### config.mk
export PLATFORM = sky130hd
export DESIGN_NAME = fcf_cell
export DESIGN_NICKNAME = d
export VERILOG_FILES = /design/src/hdl/fcf_pkg.sv /design/src/hdl/fcf_cell.sv
export SDC_FILE = /design/constraint.sdc
export NUM_CORES = 1
export LEC_CHECK = 0
export BUFFER_PORTS_ARGS = -buffer_cell sky130_fd_sc_hd__buf_2
export CAP_MARGIN = 0
export CORE_MARGIN = 2
export CORE_UTILIZATION = 60
export DETAILED_ROUTE_END_ITERATION = 16
export PLACE_DENSITY = 0.79
export SLEW_MARGIN = 10
export SYNTH_ARGS = -nofsm -noshare
export SYNTH_HDL_FRONTEND = slang
export SYNTH_SLANG_ARGS = --single-unit
### constraint.sdc
create_clock -name aclk -period 19.2 [get_ports aclk]
set_input_delay 0.96 -clock aclk [delete_from_list [all_inputs] [get_ports aclk]]
set_output_delay 0.96 -clock aclk [all_outputs]
set_load 0.01 [all_outputs]
### src/hdl/fcf_pkg.sv
// Package for the full linear convolution FIR: item types, token type and constants.
// Used by fcf_cell, fcf_outbuf and full_linear_convolution_fir; depends on nothing.
package fcf_pkg;

    localparam int TAPS_DEF = 32;
    localparam int CNT_W = 7;
    localparam int ACC_W = 40;
    localparam int DATA_W = 16;
    localparam int IDX_W = 5;
    localparam int TC_W = 6;
    localparam logic [TC_W-1:0] TAP_COUNT_RST = 6'd32;

    typedef enum logic {
        OP_LOAD   = 1'b0,
        OP_SAMPLE = 1'b1
    } op_t;

    typedef struct packed {
        op_t                      operation;
        logic [IDX_W-1:0]         tap_index;
        logic signed [DATA_W-1:0] data_value;
        logic                     last_sample;
    } in_item_t;

    typedef struct packed {
        logic signed [ACC_W-1:0] out_value;
        logic                    last_out;
    } out_item_t;

    typedef struct packed {
        logic                     valid;
        op_t                      operation;
        logic [IDX_W-1:0]         tap_index;
        logic signed [DATA_W-1:0] data;
        logic                     last_out;
        logic signed [ACC_W-1:0]  acc;
    } tok_t;

endpackage

### src/hdl/fcf_cell.sv
// One tap cell of the FIR chain: holds a coefficient and one delay-line sample.
// Depends on fcf_pkg.
module fcf_cell import fcf_pkg::*; #(
    parameter int IDX = 0
) (
    input  logic               aclk,
    input  logic               aresetn,
    input  logic               adv_i,
    input  logic [CNT_W-1:0]   taps_i,
    input  tok_t               tok_i,
    output tok_t               tok_o
);

    logic signed [DATA_W-1:0]   coef_reg;
    logic signed [DATA_W-1:0]   x_reg;
    logic                       valid_reg;
    tok_t                       tok_reg;
    tok_t                       tok_next;
    logic signed [2*DATA_W-1:0] prod;
    logic                       active;
    logic                       is_sample;

    assign active    = CNT_W'(IDX) < taps_i;
    assign is_sample = tok_i.valid && (tok_i.operation == OP_SAMPLE);
    assign prod      = coef_reg * tok_i.data;

    always_comb begin
        tok_next = tok_i;
        if (is_sample) begin
            tok_next.data = x_reg;
            if (active) begin
                tok_next.acc = tok_i.acc + ACC_W'(prod);
            end
        end
    end

    always_ff @(posedge aclk) begin
        if (!aresetn) begin
            valid_reg <= 1'b0;
            x_reg     <= '0;
        end else if (adv_i) begin
            valid_reg <= tok_next.valid;
            if (is_sample) begin
                x_reg <= tok_i.last_out ? '0 : tok_i.data;
            end
        end
    end

    always_ff @(posedge aclk) begin
        if (adv_i) begin
            tok_reg <= tok_next;
            if (tok_i.valid && (tok_i.operation == OP_LOAD)
                && (CNT_W'(tok_i.tap_index) == CNT_W'(IDX))) begin
                coef_reg <= tok_i.data;
            end
        end
    end

    always_comb begin
        tok_o       = tok_reg;
        tok_o.valid = valid_reg;
    end

endmodule

==> flow_results.org <==
** Drt
- In the final routed layout, each cell accounts on average for 17.7 um.
- The routed design has 37.0 mm of wire.
- Summing over every cut layer, the via total after detailed routing is 11,600.
- Length of routed wiring on met1 :: 13.6 mm
- Antenna-violating nets left :: 0
- Number of violations reported at the end of detailed-routing iteration 0 :: 698
- Using the TritonRoute via totals, the vias-per-cell ratio works out to 5.53.
- Total iterations of the first detailed-routing run :: 5
- Uppermost layer routed :: met4
- Detailed routing placed a total of 2.03 mm of wire on met3.
- Met2 WL :: 20.0 mm
- In the routed design, unresolved DRC markers number 0.

** Clocking
- CTS clock-pin slew for the worst setup and hold paths :: 0.08 ns
- Insertion delay of the later-clocked pin in the worst-skew pair :: 0.36 ns
- TritonCTS built the clock tree.
- Number of buffers created by CTS :: 9
- The H-tree was split into 3 levels.
- CTS-repair resized insts :: 0
- Hold-fix buffers, CTS :: 0
- Counting every sink on the clock net gives 96.
- No sink is reached through more buffers than the 2 on the longest clock path.
- Buffers inserted by post-CTS timing repair :: 0
- Master cell of the clock root buffer :: clkbuf_16

** Yosys
- After synthesis the netlist holds a flip-flop and latch count of 96.
- After synthesis, the cell types taking the most area are fa_1, edfxtp_1, inv_1.
- The cell area that synthesis handed to floorplanning was 0.0163 sq mm.
- Adder and majority gate portion of the synthesized area :: 0.495
- For this run, the register share of the synthesized area comes to 0.167.
- Of the total synthesized cell area, the portion taken by AND, OR, NAND and NOR gates is 0.127.
- Synthesis produced a netlist whose cell count is 1,659.
- Area fraction of the dominant cell type after synthesis :: 0.406
- The compound-gate portion of the synthesized area came to 0.0674.
- Share of cell area taken by muxes after synthesis :: 0.0124
- Post-synth top area cell :: fa_1
- The netlist uses 67 different library cells.
- Number of nets produced by synthesis :: 2,178
- After synthesis, the largest family of logic cells by area is adder cells.
- Of the total synthesized cell area, the portion taken by XOR and XNOR cells is 0.0194.
- Syn_area_per_cell :: 9.80 sq um
- Warning count from the yosys run :: 0
- Number of enable-type register cells in the synthesized netlist :: 79
- Most frequently used flop master after synthesis :: edfxtp_1
- In the synthesized netlist the async set-or-reset flop fraction comes to 0.

** Setup path
- The worst setup path is launched from a primary input.
- Endpoint arrival time on the critical path :: 7.16 ns
- CP startpoint :: tok_i[42]
- RR Startpoint :: coef_reg[15]
- STA puts the critical path data required time at 19.28 ns.
- Kind of capture point of the worst setup path :: flop
- Crit Path Class :: primary input to flop
- In this run the worst path has a maximum fanout of 19.

** Layout
- Flip-flop count of the largest register after layout :: 63
- After the flow finishes, the layout carries non-filler instances totaling 2,097.
- The net count of the finished layout is 2,270.
- Fill cells in the final layout number 2,140.
- 0 antenna diodes ended up in the layout.
- The area growth from synthesis to layout is 7.48%.
- Layout cell share with drive strength beyond 1 :: 0.110

** GRT
- The via count of the first global-routing pass was 12,500.
- The number of antenna violations at the first check in global routing was 0.
- For this run, the total global-route usage over all layers was measured as 0.276.
- Global-route wire length before repair :: 60.7 mm
- Largest net degree at the start of global routing :: 76
- GRT Residual Overflow :: 0

** Place
- Routability-driven placement finished with a final weighted congestion of 0.934.
- Port Buffer Count :: 137
- The wire-length estimate of the detail-placed layout is 29.8 mm.
- Including well taps, the total number of placed cells is 2,081.

** Die
- Die Span X :: 169 um
- The die is 169 um tall.
- The die covers 0.0284 sq mm.
- Initial standard-cell utilization of the core :: 0.607
- Area of the core :: 0.0268 sq mm
- The initialized floorplan defines 60 standard-cell rows.
- Ports placed on the boundary :: 138

** STA
- Hold violation count in the final report :: 0
- Setup TNS :: 0 ns
- Post-route clock period utilization :: 0.369
- Setup repair after global routing left no endpoint under its margin.
- Counting I/O delays and the setup requirement, the final critical path takes 7.08 ns.
- At the pin with the least slew margin, the transition time is 1.20 ns.
- Headroom to the max-slew limit came out at 0.199.
- Timing would allow up to 141 MHz.
- Count of pins over their slew limit :: 0
- Setup violations remaining at the end of the flow were counted as 0.
- Clock tree skew after final layout :: 0.00858 ns

** Job
- Across the run, the number of max-cap violations was 0.

** Min path
- In this run the most critical hold path is launched from valid_reg.
- The tightest min-delay check is of the flop to flop type.

** Status
- The run finished with clean final reports.
==> worst max-delay path, stage by stage <==
cell	delay, ns
buf_2	0.28
nand2_1	0.18
inv_1	0.14
fa_1	0.54
fa_1	0.58
inv_1	0.19
fa_1	0.67
fa_1	0.56
inv_1	0.06
fa_1	0.52
inv_1	0.05
fa_1	0.47
inv_1	0.04
ha_1	0.36
and4_1	0.31
and4_1	0.21
a221oi_2	0.26
o21ai_1	0.20
a31oi_1	0.24
xor2_1	0.22
o21ai_1	0.10
==> kinds of logic (layout without fill, tap and decap cells) <==
logic type / after synthesis / count (layout)
DFF: 96 / 96
muxes: 18 / 18
AOI/OAI and AO/OA: 168 / 168
adders and majority gates: 445 / 445
xor gates and xnor gates: 36 / 36
and+or+nand+nor: 417 / 417
buffers and inverters: 479 / 576
==> final cells by class <==
cell class	instances	area [sq um]	area share
timing repair buffer	142	723	0.0414
sequential	96	2710	0.155
inverter	418	1570	0.0898
multi-input combinational	1084	11700	0.672
clock inverter	6	76.3	0.00437
clock buffer	10	229	0.0131
tap	341	427	0.0244
==> path summary, 6_finish.rpt <==
path                             endpoint  slack [ns]  cells past startpoint
worst max register to register  tok_o[35]       12.15                     20
worst min register to register  valid_reg        0.50                      2
worst max-delay path            tok_o[35]       12.12                     21
worst min-delay path            valid_reg        0.50                      2
==> per-stage QoR <==
step	util	hold WS, ns	cell area [sq um]	setup slack (ns)
2_1_floorplan	-	0.456	16300	12.28
3_3_place_gp	0.641	0.466	17200	11.92
3_5_place_dp	0.641	0.480	17200	11.77
4_1_cts	0.652	0.491	17500	12.15
5_1_grt	0.652	0.516	17500	11.76
6_report	0.652	0.498	17500	12.12
==> synth_stat cells (all sizes together) (5+ instances only) <==
cell    instances
inv           417
fa            330
nand2         200
ha            115
and2          114
edfxtp         79
clkbuf         52
o21ai          50
a21oi          47
nor2           26
xnor2          25
dfxtp          17
mux2           17
nor2b          16
a21o           15
nor3b          15
xor2           11
buf             9
nand3           9
o21a            8
a31oi           7
and3            7
nand2b          7
nor3            7
a21boi          6
nand4           5
o31ai           5
==> placed cells by master, fill, tap and decap left out, drive strengths merged, types with 3 or more instances in the layout <==
master | synthesis | layout
inv | 417 | 420
fa | 330 | 330
nand2 | 200 | 200
buf | 9 | 142
ha | 115 | 115
and2 | 114 | 114
edfxtp | 79 | 79
o21ai | 50 | 50
a21oi | 47 | 47
nor2 | 26 | 26
xnor2 | 25 | 25
mux2 | 17 | 17
dfxtp | 17 | 17
nor2b | 16 | 16
nor3b | 15 | 15
a21o | 15 | 15
xor2 | 11 | 11
clkbuf | 52 | 10
nand3 | 9 | 9
o21a | 8 | 8
nor3 | 7 | 7
and3 | 7 | 7
a31oi | 7 | 7
nand2b | 7 | 7
a21boi | 6 | 6
o31ai | 5 | 5
nand4 | 5 | 5
a211oi | 4 | 4
nor4 | 4 | 4
o211ai | 4 | 4
o21bai | 3 | 3
and4 | 3 | 3
==> layer usage <==
metal,vias to the layer above,GRT usage
met3,95,0.0332
met5,-,0
met4,0,0.113
met1,5895,0.333
li1,5204,-
met2,396,0.503
Power is not shown: default switching activity piles up to over one toggle a cycle in this logic, so the estimate is an artifact.
