File: src/hdl/fcf_pkg.sv
// Package for the full linear convolution FIR: item types, token type and constants.
// Used by fcf_cell, fcf_outbuf and full_linear_convolution_fir; depends on nothing.
package fcf_pkg;

    localparam int TAPS_DEF = 32;
    localparam int CNT_W = 7;
    localparam int ACC_W = 40;
    localparam int DATA_W = 16;
    localparam int IDX_W = 5;
    localparam int TC_W = 6;
    localparam logic [TC_W-1:0] TAP_COUNT_RST = 6'd32;

    typedef enum logic {
        OP_LOAD   = 1'b0,
        OP_SAMPLE = 1'b1
    } op_t;

    typedef struct packed {
        op_t                      operation;
        logic [IDX_W-1:0]         tap_index;
        logic signed [DATA_W-1:0] data_value;
        logic                     last_sample;
    } in_item_t;

    typedef struct packed {
        logic signed [ACC_W-1:0] out_value;
        logic                    last_out;
    } out_item_t;

    typedef struct packed {
        logic                     valid;
        op_t                      operation;
        logic [IDX_W-1:0]         tap_index;
        logic signed [DATA_W-1:0] data;
        logic                     last_out;
        logic signed [ACC_W-1:0]  acc;
    } tok_t;

endpackage

File: src/hdl/fcf_outbuf.sv
// Two-entry output buffer between the tap chain and the result channel.
// Depends on fcf_pkg.
module fcf_outbuf import fcf_pkg::*; (
    input  logic      aclk,
    input  logic      aresetn,
    input  logic      push_i,
    input  out_item_t item_i,
    output logic      full_o,
    output logic      m_valid,
    input  logic      m_ready,
    output out_item_t m_item
);

    logic [1:0] cnt_reg;
    logic [1:0] cnt_next;
    out_item_t  head_reg;
    out_item_t  head_next;
    out_item_t  tail_reg;
    out_item_t  tail_next;
    logic       pop;

    assign pop = (cnt_reg != 2'd0) && m_ready;

    always_comb begin
        cnt_next  = cnt_reg;
        head_next = head_reg;
        tail_next = tail_reg;
        unique case ({push_i, pop})
            2'b10: begin
                if (cnt_reg == 2'd0) begin
                    head_next = item_i;
                end else begin
                    tail_next = item_i;
                end
                cnt_next = cnt_reg + 2'd1;
            end
            2'b01: begin
                head_next = tail_reg;
                cnt_next  = cnt_reg - 2'd1;
            end
            2'b11: begin
                if (cnt_reg == 2'd1) begin
                    head_next = item_i;
                end else begin
                    head_next = tail_reg;
                    tail_next = item_i;
                end
            end
            default: begin
            end
        endcase
    end

    always_ff @(posedge aclk) begin
        if (!aresetn) begin
            cnt_reg <= 2'd0;
        end else begin
            cnt_reg <= cnt_next;
        end
    end

    always_ff @(posedge aclk) begin
        head_reg <= head_next;
        tail_reg <= tail_next;
    end

    assign full_o  = (cnt_reg == 2'd2);
    assign m_valid = (cnt_reg != 2'd0);
    assign m_item  = head_reg;

`ifndef ASSERT_OFF
    a_no_overflow: assert property (@(posedge aclk) disable iff (!aresetn)
        push_i |-> (cnt_reg != 2'd2))
        else $error("result pushed into a full output buffer");
`endif

endmodule

File: config.mk
export PLATFORM = sky130hd
export DESIGN_NAME = fcf_outbuf
export DESIGN_NICKNAME = d
export VERILOG_FILES = /design/src/hdl/fcf_pkg.sv /design/src/hdl/fcf_outbuf.sv
export SDC_FILE = /design/constraint.sdc
export NUM_CORES = 1
export LEC_CHECK = 0
export ABC_AREA = 1
export BUFFER_PORTS_ARGS = -buffer_cell sky130_fd_sc_hd__clkbuf_2
export CAP_MARGIN = 20
export CORE_ASPECT_RATIO = 0.7
export CORE_UTILIZATION = 44
export CTS_BUF_LIST = sky130_fd_sc_hd__clkbuf_4 sky130_fd_sc_hd__clkbuf_8
export DETAILED_ROUTE_END_ITERATION = 7
export GPL_TIMING_DRIVEN = 1
export PLACE_DENSITY = 0.73
export SYNTH_ARGS = -nofsm -noshare
export SYNTH_HDL_FRONTEND = slang
export SYNTH_SLANG_ARGS = --single-unit
File: constraint.sdc
create_clock -name aclk -period 4.8 [get_ports aclk]
set_input_delay 0.24 -clock aclk [delete_from_list [all_inputs] [get_ports aclk]]
set_output_delay 0.24 -clock aclk [all_outputs]
set_load 0.1 [all_outputs]
==> reports/results.txt, run 1 <==
Status = finished, final reports clean
Clk Latency, worst-skew pair = 0.34 ns
Fin crit period = 3.34 ns
Net Count, Synth = 311
DRT antenna net count = 0
Top Ports = 88
Mapped Area = 3360 sq um
Die Width = 106 um
Die height = 75.1 um
Total Routing Usage GR = 0.159
Post-detail-place hpwl = 4010 um
Final hold slack = 0.0868 ns
Number of fillers in the final layout = 638
CTS Sinks = 84
WP data required = 4.83 ns
Initial Util = 0.457
Postcts setup bufs = 0
Arr. time, crit path = 3.37 ns
CP Max Fanout = 43
Total CTS buffers = 9
CP Launch Point = cnt_reg[0]
Hold buffer count at cts = 0
DR vias/cell = 4.69
Worst slew pin tran = 0.837 ns
# diodes = 0
Largest net degree at the start of global routing = 44
Cell Pwr Density = 672 nW/um^2
Fin. Hold Viols = 0
RSZ-0062 raised after global routing = no
Buffers on Ports = 87
YS warnings = 0
Slew HR = 0.440
R2r setup slk = 1.47 ns
Grt total ovfl = 0
Share of cells above drive strength 1 = 0.317
Worst setup path end = tail_reg[37]
Die ar. = 8000 sq um
Area occupied by multi-input gates = 724 sq um
Max Clock Skew = 0.00410 ns
Clk buf depth = 2
Core area = 7350 sq um
Netlist cell types = 15
Achievable Freq = 300 MHz
RePlAce Congestion = 0.703
# setup viols final = 0
Final Core Density = 0.552
Worst vdd ir = 0.363 mV
DR vias = 2099
CP Launch Type = register
FF-to-FF path depth = 9
HP Class = input port to register
CTS tree = built
Most frequent cells in the layout = 91 x nand2_1, 87 x clkbuf_2, 82 x edfxtp_1
Final Slew Violations = 0
TNS Setup = 0 ns
Max Cap Viol = 0
Mean Syn Cell Area = 13.0 sq um
Sequential share of the synthesized area = 0.744
Mapped Cells = 258
Synth top area share = 0.732
First DRT Iteration DRCs = 149
Dominant cells by area after synthesis = edfxtp_1 73%, nand2_1 10%, nand3_1 6.3%
Worst Setup Slack post-DPL = 1.42 ns
Vias in the first global route = 1869
First-pass GRT wire length = 9260 um
Root Buffer = clkbuf_8
Leak = 1.79 nW
# rows = 26
Crit Path Class = register to register
Post-cts gate resize count = 0
Period utilization = 0.695
Worst R2R End = tail_reg[37]
RR Startpoint = cnt_reg[0]
Post-synth top area cell = edfxtp_1
Crit end category = register
P&R area growth vs syn = 20.6%
H-tree depth = 3
Drt first pass iters = 4
Final worst-path setup slack = 1.47 ns
Post-detailed-route wirelength per cell = 13.5 um
Register area = 2500 sq um
Drt drc = 0
Worst-path clk slew = 0.08 ns
Final wirelength = 6030 um
FF+latch count, synth = 84
Most common cell after layout, fill and taps aside = nand2_1
Nets = 399
Initial antenna violation count = 0
-- cell usage after synthesis --
| cell | number |
|---|---|
| buf_6 | 8 |
| buf_2 | 4 |
| inv_2 | 2 |
| nand2_1 | 91 |
| edfxtp_1 | 82 |
| a21oi_1 | 2 |
| nand2_2 | 2 |
| ha_1 | 8 |
| nor2_1 | 1 |
| a21boi_0 | 1 |
| inv_1 | 11 |
| dfxtp_1 | 2 |
| nand2_4 | 1 |
| o21ai_0 | 1 |
| nand3_1 | 42 |
-- per-layer routing --
| layer | global-route usage | vias up | part of all wire | wire, um |
|---|---|---|---|---|
| li1 | - | 1059 | - | - |
| met1 | 0.225 | 957 | 0.47 | 2850 |
| met2 | 0.232 | 81 | 0.44 | 2650 |
| met3 | 0.0649 | 2 | 0.084 | 508 |
| met4 | 0.0365 | 0 | 0.0041 | 25 |
| met5 | 0 | - | 0 | 0 |
-- power by group --
group | internal (mW) | switching [mW] | total, mW
Sequential | 1.03 | 0.0431 | 1.08
Clock | 0.294 | 0.231 | 0.526
Combinational | 0.147 | 0.980 | 1.13
Total | 1.47 | 1.25 | 2.73
-- worst max-delay path, cell delays in order, from the launching register on --
cell	delay [ns]
dfxtp_1	0.38
inv_1	0.07
ha_1	0.21
inv_1	0.12
nand2_1	0.16
inv_1	0.13
ha_1	0.20
nand2_2	0.50
a21boi_4	0.87
buf_4	0.38
-- metrics by stage --
stage	std cells	total power [mW]	area, sq um
2_1_floorplan	258	2.08	3360
3_3_place_gp	433	2.22	3850
3_5_place_dp	433	2.23	3850
4_1_cts	448	2.75	4060
5_1_grt	448	2.84	4060
6_report	448	2.73	4060
-- final cells by class --
| type | count | share of cell area |
|---|---|---|
| Sequential cell | 84 | 0.617 |
| Multi-Input combinational cell | 149 | 0.179 |
| Timing Repair Buffer | 89 | 0.111 |
| Clock buffer | 10 | 0.0324 |
| Tap cell | 98 | 0.0302 |
| Clock inverter | 5 | 0.0191 |
| Inverter | 13 | 0.0120 |
-- cell families after synthesis --
family | share of synthesized area
AOI/OAI and AO/OA | 0.00670
buffers and inverters | 0.0472
adders and majority gates | 0.0298
and+or+nand+nor | 0.172
DFF | 0.744
-- how the worst min path moves through the flow --
stage,endpoint,from,cells past startpoint
after detailed placement,tail_reg[10],item_i[10],1
after CTS,tail_reg[5],item_i[5],1
final,tail_reg[10],item_i[10],1
after global placement,tail_reg[1],item_i[1],1
after global routing,tail_reg[5],item_i[5],1
after floorplan,tail_reg[0],item_i[0],0
Power figures use the tool's default switching activity.
==> run 2, diff against run 1 <==
--- a/config.mk
+++ b/config.mk
@@ -13,7 +13,7 @@
 export CTS_BUF_LIST = sky130_fd_sc_hd__clkbuf_4 sky130_fd_sc_hd__clkbuf_8
 export DETAILED_ROUTE_END_ITERATION = 7
 export GPL_TIMING_DRIVEN = 1
-export PLACE_DENSITY = 0.73
+export PLACE_DENSITY = 0.7
 export SYNTH_ARGS = -nofsm -noshare
 export SYNTH_HDL_FRONTEND = slang
 export SYNTH_SLANG_ARGS = --single-unit
==> constraint.sdc (replaced) <==
create_clock -name aclk -period 3.15 [get_ports aclk]
set_input_delay 0.1575 -clock aclk [delete_from_list [all_inputs] [get_ports aclk]]
set_output_delay 0.1575 -clock aclk [all_outputs]
set_load 0.1 [all_outputs]
==> run 2 against run 1 <==
Compared with the run above: largest power group unchanged; critical path type unchanged; sequential cell count is the same; sequential share of layout area is 3.7 points lower; clock power increased by 30%; clock skew increased by 0.0041 ns.
==> reports/results.txt, run 2 (synthesized netlist as in run 1, its figures left out) <==
DR vias = 2220 (+5.8%)
Fin area = 4320 sq um (+6.4%)
Grt total ovfl = 0 (unchanged)
Worst-path clk slew = 0.09 ns (about the same)
DRT antenna net count = 0 (unchanged)
Fin cells = 477 (+6.5%)
First DRT Iteration DRCs = 117 (-21%)
Fin crit period = 2.42 ns (-0.918 ns)
Clk buf depth = 2 (unchanged)
CP cell instances = inv_1 -> ha_1 -> inv_1 -> nand2_1 -> inv_1 -> ha_1 -> nand2_2 -> nand3_1 -> nand2_1
Final Core Density = 0.587 (+0.0356)
Arr. time, crit path = 2.51 ns (-0.86 ns)
Vias in the first global route = 1957 (+4.7%)
Top Ports = 88 (unchanged)
Post-detailed-route wirelength per cell = 13.0 um (-3.0%)
Crit Path Class = register to register
TNS Setup = 0 ns (unchanged)
Post-detail-place hpwl = 3900 um (-2.8%)
Total CTS buffers = 9 (unchanged)
Worst slew pin tran = 0.784 ns (-0.0532 ns)
Status = finished, final reports clean
HP Class = input port to register
# diodes = 0 (unchanged)
Initial Util = 0.457 (unchanged)
Final Slew Violations = 0 (unchanged)
# rows = 26 (unchanged)
Slowest CP cell = nand2_2
Worst vdd ir = 0.513 mV (+41%)
Share of cells above drive strength 1 = 0.298 (-0.0190)
Period utilization = 0.767 (+0.0725)
Drt drc = 0 (unchanged)
Final wirelength = 6220 um (+3.2%)
P&R area growth vs syn = 28.4%
Most common cell after layout, fill and taps aside = nand2_1
H-tree depth = 3 (unchanged)
Achievable Freq = 414 MHz (+38%)
Final hold slack = 0.0129 ns (-0.0739 ns)
Slew HR = 0.476 (+0.0356)
Fin. Hold Viols = 0 (unchanged)
Placed cells = 435 (+0.46%)
Crit path top cell by count = inv_1
CTS tree = built
Final worst-path setup slack = 0.733 ns (-0.732 ns)
Root Buffer = clkbuf_8
RePlAce Congestion = 0.750 (+6.8%)
Cell Pwr Density = 946 nW/um^2 (+41%)
Total power = 4.08 mW (+50%)
DR vias/cell = 4.65 (-0.67%)
Clk Latency, worst-skew pair = 0.34 ns (about the same)
Total Routing Usage GR = 0.163 (+0.00417)
Nets = 428 (+7.3%)
Core area = 7350 sq um (unchanged)
Die ar. = 8000 sq um (unchanged)
Leak = 1.89 nW (+5.6%)
Postcts setup bufs = 0 (unchanged)
First-pass GRT wire length = 9630 um (+4.0%)
CP Max Fanout = 41 (-4.7%)
Die Width = 106 um (unchanged)
Crit end category = register
Worst Setup Slack post-DPL = 0.746 ns (-0.677 ns)
WP data required = 3.24 ns (-1.59 ns)
Max Clock Skew = 0.00825 ns (+0.00415 ns)
Most frequent cells in the layout = 91 x nand2_1, 87 x clkbuf_2, 82 x edfxtp_1
Max Cap Viol = 0 (unchanged)
RSZ-0062 raised after global routing = no
Drt first pass iters = 4 (unchanged)
CTS Sinks = 84 (unchanged)
Crit-path max cell delay = 0.46 ns (-0.41 ns)
CP Launch Type = register
Initial antenna violation count = 0 (unchanged)
Placed cell areas = 3880 sq um (+0.72%)
# setup viols final = 0 (unchanged)
Largest net degree at the start of global routing = 42 (-4.5%)
Die height = 75.1 um (unchanged)
Buffers on Ports = 87 (unchanged)
[run 2: worst max-delay path: cells and delay by family, from the launching register on]
| family | cells | cell delay [ns] |
|---|---|---|
| buffers and inverters | 3 | 0.36 |
| AND/OR/NAND/NOR | 4 | 0.97 |
| flip-flops | 1 | 0.38 |
| adder cells (fa/ha/maj) | 2 | 0.43 |
[run 2: layout make-up]
| cell class | instances | area [sq um] |
|---|---|---|
| repair buffers | 118 | 748 |
| clock buffers | 9 | 124 |
| inverters | 13 | 48.8 |
| well taps | 98 | 123 |
| multi-input cells | 149 | 724 |
| fillers | 634 | 3030 |
| clock inverters | 6 | 48.8 |
| flip-flops and latches | 84 | 2500 |
[run 2: worst paths after layout]
kind / start / endpoint / slack, ns / cells past startpoint
hold reg to reg: cnt_reg[0] / cnt_reg[0] / 0.50 / 2
setup reg to reg: cnt_reg[0] / m_item[23] / 0.73 / 9
hold / removal: item_i[17] / tail_reg[17] / 0.01 / 1
setup / recovery: cnt_reg[0] / m_item[23] / 0.73 / 9
[run 2: report_power, final]
part	leakage (nW)	total (mW)	switching [mW]	internal [mW]
Clock	0.0787	0.683	0.393	0.290
Combinational	1.00	1.77	1.50	0.261
Sequential	0.805	1.64	0.0646	1.57
Total	1.89	4.08	1.96	2.12
[run 2: layer usage]
layer	vias to the layer above	track usage	share of wire
met5	-	0	0
met4	0	0.0548	0.0079
met3	7	0.0511	0.058
met2	73	0.266	0.48
met1	1018	0.212	0.46
li1	1122	-	-
[run 2: repair_timing]
item	CTS	global route
resized for setup	0	0
endpoints found under the hold margin	24	3
hold buffers	24	3
